==> src/design/lbhm_pkg.sv <==
// Shared constants, types and helpers of the banked hash match finder.
`timescale 1ns / 1ps
package lbhm_pkg;

  localparam int unsigned WindowDepth = 4096;
  localparam int unsigned WinW        = $clog2(WindowDepth);
  localparam int unsigned MaxMatch    = 18;
  localparam int unsigned LaW         = $clog2(MaxMatch + 1);
  localparam int unsigned BankCount   = 8;
  localparam int unsigned BankW       = $clog2(BankCount);
  localparam int unsigned HashDepth   = 1024;
  localparam int unsigned KeyW        = $clog2(HashDepth);
  localparam int unsigned HashShift   = 5;
  localparam int unsigned MinSpan     = 2;
  localparam int unsigned HAddrW      = BankW + KeyW;
  localparam int unsigned ClrW        = HAddrW;

  typedef enum logic [1:0] {
    CMD_REPLACE   = 2'd0,
    CMD_LOOKAHEAD = 2'd1,
    CMD_FIND      = 2'd2,
    CMD_UNUSED    = 2'd3
  } cmd_e;

  typedef enum logic [3:0] {
    ST_CLEAR,
    ST_IDLE,
    ST_H_RD,
    ST_H_AC,
    ST_H_WR,
    ST_F_LA,
    ST_F_CRD,
    ST_F_CWT,
    ST_F_CMP,
    ST_OUT
  } state_e;

  // one hash step: ((key << 5) ^ byte) mod table size
  function automatic logic [KeyW-1:0] hash_step(logic [KeyW-1:0] key, logic [7:0] b);
    logic [KeyW+HashShift-1:0] sh;
    logic [KeyW+HashShift-1:0] mx;
    sh = {key, {HashShift{1'b0}}};
    mx = sh ^ (KeyW + HashShift)'(b);
    return mx[KeyW-1:0];
  endfunction

  function automatic logic [LaW-1:0] la_inc(logic [LaW-1:0] p);
    return (p == LaW'(MaxMatch - 1)) ? '0 : LaW'(p + 1'b1);
  endfunction

  function automatic logic [LaW-1:0] la_mod(logic [4:0] v);
    logic [5:0] w;
    w = {1'b0, v};
    return (w >= 6'(MaxMatch)) ? LaW'(w - 6'(MaxMatch)) : LaW'(w);
  endfunction

endpackage

==> src/design/lbhm_if.sv <==
// Channel interfaces: command beats in, match result beats out.
`timescale 1ns / 1ps
interface lbhm_in_if;
  logic       valid;
  logic       ready;
  logic [1:0] command;
  logic [11:0] window_index;
  logic [4:0] lookahead_index;
  logic [7:0] data_byte;
  modport source(output valid, command, window_index, lookahead_index, data_byte,
                 input ready);
  modport sink(input valid, command, window_index, lookahead_index, data_byte,
               output ready);
endinterface


==> src/design/lbhm_front.sv <==
// Front queue: takes command beats, drops unused codes, buffers two items.
`timescale 1ns / 1ps
module lbhm_front (
  input  logic         clk_i,
  input  logic         rst_ni,
  lbhm_in_if.sink      req_i,
  lbhm_in_if.source    cmd_o
);

  typedef struct packed {
    logic [1:0]  command;
    logic [11:0] window_index;
    logic [4:0]  lookahead_index;
    logic [7:0]  data_byte;
  } item_t;

  item_t       mem_q [2];
  logic        wp_q, wp_d, rp_q, rp_d;
  logic [1:0]  cnt_q, cnt_d;
  logic        take, push, pop;

  assign req_i.ready = (cnt_q != 2'd2);
  assign take = req_i.valid && req_i.ready;
  // unused command code is swallowed here
  assign push = take && (req_i.command == lbhm_pkg::CMD_REPLACE ||
                         req_i.command == lbhm_pkg::CMD_LOOKAHEAD ||
                         req_i.command == lbhm_pkg::CMD_FIND);
  assign pop  = cmd_o.valid && cmd_o.ready;

  assign cmd_o.valid           = (cnt_q != 2'd0);
  assign cmd_o.command         = mem_q[rp_q].command;
  assign cmd_o.window_index    = mem_q[rp_q].window_index;
  assign cmd_o.lookahead_index = mem_q[rp_q].lookahead_index;
  assign cmd_o.data_byte       = mem_q[rp_q].data_byte;

  always_comb begin
    wp_d  = push ? ~wp_q : wp_q;
    rp_d  = pop ? ~rp_q : rp_q;
    cnt_d = 2'(cnt_q + {1'b0, push} - {1'b0, pop});
  end

  always_ff @(posedge clk_i or negedge rst_ni) begin
    if (!rst_ni) begin
      wp_q  <= 1'b0;
      rp_q  <= 1'b0;
      cnt_q <= 2'd0;
    end else begin
      wp_q  <= wp_d;
      rp_q  <= rp_d;
      cnt_q <= cnt_d;
    end
  end

  always_ff @(posedge clk_i) begin
    if (push) begin
      mem_q[wp_q] <= {req_i.command, req_i.window_index, req_i.lookahead_index,
                      req_i.data_byte};
    end
  end

endmodule

==> src/flat_wrapper.sv <==
// flat-port wrapper written by rule: the top's interface ports become plain ports
module lbhm_front_flat 
  (clk_i, rst_ni, req_i_valid, req_i_command, req_i_window_index, req_i_lookahead_index, req_i_data_byte, req_i_ready, cmd_o_valid, cmd_o_command, cmd_o_window_index, cmd_o_lookahead_index, cmd_o_data_byte, cmd_o_ready);
  lbhm_in_if req_i_i ();
  lbhm_in_if cmd_o_i ();
  input  logic clk_i;
  input  logic rst_ni;
  input wire logic [$bits(req_i_i.valid)-1:0] req_i_valid;
  input wire logic [$bits(req_i_i.command)-1:0] req_i_command;
  input wire logic [$bits(req_i_i.window_index)-1:0] req_i_window_index;
  input wire logic [$bits(req_i_i.lookahead_index)-1:0] req_i_lookahead_index;
  input wire logic [$bits(req_i_i.data_byte)-1:0] req_i_data_byte;
  output wire logic [$bits(req_i_i.ready)-1:0] req_i_ready;
  output wire logic [$bits(cmd_o_i.valid)-1:0] cmd_o_valid;
  output wire logic [$bits(cmd_o_i.command)-1:0] cmd_o_command;
  output wire logic [$bits(cmd_o_i.window_index)-1:0] cmd_o_window_index;
  output wire logic [$bits(cmd_o_i.lookahead_index)-1:0] cmd_o_lookahead_index;
  output wire logic [$bits(cmd_o_i.data_byte)-1:0] cmd_o_data_byte;
  input wire logic [$bits(cmd_o_i.ready)-1:0] cmd_o_ready;
  assign req_i_i.valid = req_i_valid;
  assign req_i_i.command = req_i_command;
  assign req_i_i.window_index = req_i_window_index;
  assign req_i_i.lookahead_index = req_i_lookahead_index;
  assign req_i_i.data_byte = req_i_data_byte;
  assign req_i_ready = req_i_i.ready;
  assign cmd_o_valid = cmd_o_i.valid;
  assign cmd_o_command = cmd_o_i.command;
  assign cmd_o_window_index = cmd_o_i.window_index;
  assign cmd_o_lookahead_index = cmd_o_i.lookahead_index;
  assign cmd_o_data_byte = cmd_o_i.data_byte;
  assign cmd_o_i.ready = cmd_o_ready;
  lbhm_front u_core (.clk_i(clk_i), .rst_ni(rst_ni), .req_i(req_i_i), .cmd_o(cmd_o_i));
endmodule
==> config.mk <==
export PLATFORM = sky130hd
export DESIGN_NAME = lbhm_front_flat
export DESIGN_NICKNAME = d
export VERILOG_FILES = /design/src/design/lbhm_pkg.sv /design/src/design/lbhm_if.sv /design/src/design/lbhm_front.sv /design/src/flat_wrapper.sv
export SDC_FILE = /design/constraint.sdc
export NUM_CORES = 1
export LEC_CHECK = 0
export ABC_AREA = 1
export BUFFER_PORTS_ARGS = -buffer_cell sky130_fd_sc_hd__buf_2
export CORE_ASPECT_RATIO = 1.5
export CORE_MARGIN = 8
export CORE_UTILIZATION = 42
export CTS_CLUSTER_SIZE = 40
export DETAILED_ROUTE_END_ITERATION = 7
export PLACE_DENSITY = 0.73
export SLEW_MARGIN = 10
export SYNTH_ARGS = -nofsm -noshare
export SYNTH_HDL_FRONTEND = slang
export SYNTH_SLANG_ARGS = --single-unit
==> constraint.sdc <==
create_clock -name clk_i -period 2.76 [get_ports clk_i]
set_input_delay 0.276 -clock clk_i [delete_from_list [all_inputs] [get_ports clk_i]]
set_output_delay 0.276 -clock clk_i [all_outputs]
set_load 0.05 [all_outputs]
* Yosys cells after proc, flatten, opt, wreduce, memory -nomap -nowiden
Memories as Yosys holds them, arrays and structs flattened.
Index checks and enable logic that the tools add are counted.
** Word-level totals
- RAM bits :: 54
- Memories :: 1
- Input port bits :: 31
- Output and inout port bits :: 29
- Bits in registers :: 4
** Memories
- u_core.mem_q :: depth 2, bits a word 27, rd ports 1, clocked after memory_dff 0, wr ports 1, RTL line lbhm_front.sv:17 : item_t mem_q [2];
** Cells by class
- Equal/unequal tests :: 3
- Add/subtract/negate cells :: 2
- Muxes and demuxes :: 2
- Reductions and logical operators :: 7
- Bitwise gates (word level) :: 2
** Operator list (count)
- 1-bit logical AND :: 3
- 2-bit by 1-bit adder with 2-bit output :: 1
- 2-bit by 1-bit == test with 1-bit output, second input constant :: 1
- 2-bit == test, second input constant :: 1
- 2-bit logical NOT :: 1
- 1-bit logical OR :: 2
- 1-bit two-way mux :: 2
- 2-bit inequality test, second input constant :: 1
- 1-bit NOT :: 2
- 2-bit nonzero test :: 1
- 2-bit by 1-bit subtractor with 2-bit output :: 1

* Logic depth before layout (Yosys ltp)
- Depth in word-level cells :: 6
- Depth in mapped cells :: 11

* Worst setup path after synthesis
OpenSTA, ideal clock, no wires.
- Path kind :: register to register
- Start :: register u_core.cnt_q[1]
- End :: memory u_core.mem_q[0][0] (netlist bit) (enable)
- Buffers on the path :: 0
- Cell stages (with the launch flop) :: 4
- Arrival :: 1.989 ns
- Setup slack :: 0.360 ns
- Cell sequence :: dfrtp_1 > nand2_2 > nand3_2 > nor2_1
** On the way
- Cells in the longest elaborated chain, start to end :: 5
** Ends and longest elaborated chain
- start, declared :: RTL line lbhm_front.sv:19 : logic [1:0] cnt_q, cnt_d;
- start signal, assigned :: RTL line lbhm_front.sv:50 : cnt_q <= cnt_d;
- 2-bit inequality test :: RTL line lbhm_front.sv:22 : assign req_i.ready = (cnt_q != 2'd2);
- named net req_i_ready :: RTL line flat_wrapper.sv:13 : output wire logic [$bits(req_i_i.ready)-1:0] req_i_ready;
- 1-bit logical AND :: RTL line lbhm_front.sv:23 : assign take = req_i.valid && req_i.ready;
- 1-bit logical AND :: RTL line lbhm_front.sv:25 : assign push = take && (req_i.command == lbhm_pkg::CMD_REPLACE ||
- 1-bit two-way mux :: RTL line lbhm_front.sv:55 : if (push) begin
- 1-bit two-way mux (implied by the code) :: RTL line lbhm_front.sv:56 : mem_q[wp_q] <= {req_i.command, req_i.window_index, req_i.lookahead_index,
- end, declared :: RTL line lbhm_front.sv:17
The timed path passes the listed nets, and every way through them passes these cells.

* Final worst setup path
- Start :: register u_core.rp_q
- End :: output port cmd_o_data_byte[4]
** On the way
- Cells in the longest elaborated chain, start to end :: 1
** Ends and longest elaborated chain
- start, declared :: RTL line lbhm_front.sv:18 : logic wp_q, wp_d, rp_q, rp_d;
- start signal, assigned :: RTL line lbhm_front.sv:49 : rp_q <= rp_d;
- memory 2 x 27 bit
- end, declared :: RTL line flat_wrapper.sv:18 : output wire logic [$bits(cmd_o_i.data_byte)-1:0] cmd_o_data_byte;
No other way between the ends.

==> results.toml <==
[synth]
synth_xor_area_share_pct = 0.385
synth_mux_area_share_pct = 0
synth.avg_cell_area_sq_um = 12.9
yosysTopAreaCellShare_pct = 71.4
synth_area_sq_um = 2270
ys_ff_latch = 58
yosys.area.top_type = "edfxtp_1"
ys_warn_count = 0
synthAdderAreaFrac_pct = 0.551
synth_top_family_by_area = "simple AND/OR/NAND/NOR gates"
netlist_instances = 176
syn_nets = 208
synth-compound-area-share_pct = 0
seq_area_frac_synth_pct = 75.8
synth_area_leaders = "edfxtp_1 71%, nand2_1 14%, dfrtp_1 4.4%"
synthSimpleGateAreaFrac_pct = 19.1
ys_types = 18

[sta]
maxSlewHeadroom_pct = 45.6
setup_violations = 0
rsz0062_at_grt = "no"
timing.final.crit_share_pct = 72.3
tightest_slew_ns = 0.815
max_freq_mhz = 501
min_period_ns = 2.00
slew_violations = 0
final.setup.tns_ns = 0
finalHoldViolCount = 0
final.setup_skew_ns = 0.00551

[global_routing]
grt_pass1_vias = 1487
overflow = 0
grt_max_degree = 29
antenna_found_initial = 0
grt_pass1_wl_mm = 7.10
track_usage_pct = 11.5

[die]
dieArea_sq_um = 8070
rows = 33
core_area_sq_um = 5330
initial_core_util_pct = 42.7
io_pins = 60
dieWidth_um = 76.1
die_y_um = 106

[cts]
clockBufferDepth = 2
h-tree-depth = 3
clk_latency_ns = 0.32
cts_tree = "done"
clock-sinks = 58
cts_resized = 0
cts_buffers = 9
cts_root_buf = "clkbuf_8"
cts.clk_slew.worst_paths_ns = 0.06

[power_and_ir_drop]
irDropWorstVdd_uv = 787
power_density_nw_per_um2 = 1230
power_leakage_nw = 1.22

[place]
dp_hpwl_mm = 3.00
placed_area_sq_um = 2620
gp_congestion = 0.700
port-buffer-count = 59

[detailed_routing]
postRouteAntennaNets = 0
wl_per_cell_um = 13.4
detail_route.vias_per_cell = 4.43
vias = 1408
totalWireLength_mm = 4.26
drt_iter0_drc = 52
dr.pass1.iters = 4
drc_errors = 0

[worst_setup_path]
r2r-start = "u_core.cnt_q[1]"
critPathArrivalTime_ns = 1.72
cp_max_fo = 16
worstSetupStartpoint = "u_core.rp_q"
cp-end-kind = "output port"
worstPathRequired_ns = 2.48
crit_type = "reg2out"
worst_setup_path_start_kind = "flip-flop"

[finish]
final_cell_mix = "83 x nand2_1, 59 x buf_2, 54 x edfxtp_1"
final_area_sq_um = 2780
diodes = 0
num-fill-cells = 476
final_nets = 276
final_common_cell = "nand2_1"
drive_above_1_share_pct = 36.7
area_growth_pct = 22.1

[worst_hold_path]
hold_path.class = "in2reg"
worstHoldStart = "req_i_data_byte[2]"

[job]
cap_violations = 0

[status]
outcome = "complete, no violations"
-- final timing paths --
path	depth (start not counted)	slack, ns	endpoint
min in group asynchronous	2	0.29	u_core.wp_q
max	4	0.76	cmd_o_data_byte[4]
min	1	0.14	u_core.mem_q[0][2]
max reg2reg	3	1.09	u_core.mem_q[1][9]
min reg2reg	2	0.55	u_core.wp_q
max in group asynchronous	2	2.34	u_core.cnt_q[1]
-- cell usage after synthesis (all sizes together) --
cell type / instances
nor2: 6
dfrtp: 4
nand2: 94
nand4: 1
ha: 1
xor2: 1
edfxtp: 54
inv: 8
nand3: 2
buf: 5
-- routing by layer --
metal / up-vias / track usage (%) / part of all wire [%]
li1: 723 / - / -
met1: 642 / 12.1 / 40
met2: 37 / 19.4 / 54
met3: 6 / 2.79 / 3.7
met4: 0 / 8.70 / 1.9
met5: - / 0 / 0
-- where the power goes --
group | total (mW) | switching, mW | internal [mW] | leakage [nW]
Combinational | 1.57 | 1.25 | 0.325 | 0.600
Clock | 0.600 | 0.291 | 0.309 | 0.0808
Sequential | 1.24 | 0.0871 | 1.16 | 0.543
-- sequential cells by signal, indices dropped and copies added (netlist names) --
register	cells
u_core.mem_q	54
u_core.cnt_q	2
u_core.rp_q	1
u_core.wp_q	1
-- through the flow --
stage	hold slack [ns]	util [%]	worst slack, ns	power, mW	instances
5_1_grt	0.121	52.1	0.616	3.62	318
2_1_floorplan	-0.0196	-	0.360	2.55	176
4_1_cts	0.114	52.1	0.697	3.47	318
3_3_place_gp	0.0926	49.1	1.06	2.84	302
3_5_place_dp	0.0913	49.1	1.04	2.86	302
6_report	0.138	52.1	0.764	3.42	318
-- critical path: stages, from the launching register on --
cell and delay [ns]:
dfrtp_1 0.68, buf_4 0.31, nand2_1 0.07, nand2_1 0.08
buf_2 0.26
-- cell type report --
cell class	count	area, sq um	area share, %
sequential	58	1720	62.0
multi-input combinational	105	458	16.5
timing repair buffer	62	320	11.5
clock buffer	10	128	4.60
tap	70	87.6	3.16
inverter	8	37.5	1.35
clock inverter	5	22.5	0.812
-- cell families after synthesis --
| logic type | Yosys count |
|---|---|
| buf+inv | 13 |
| fa+ha+maj | 1 |
| flops | 58 |
| simple gates | 103 |
| xor+xnor | 1 |
-- what timing repair did --
action / in CTS / in global routing
hold buffers: 1 / 0
setup buffers: 0 / 0
endpoints found under the hold margin: 4 / 0
No activity file was read; power rests on OpenSTA's default activity.
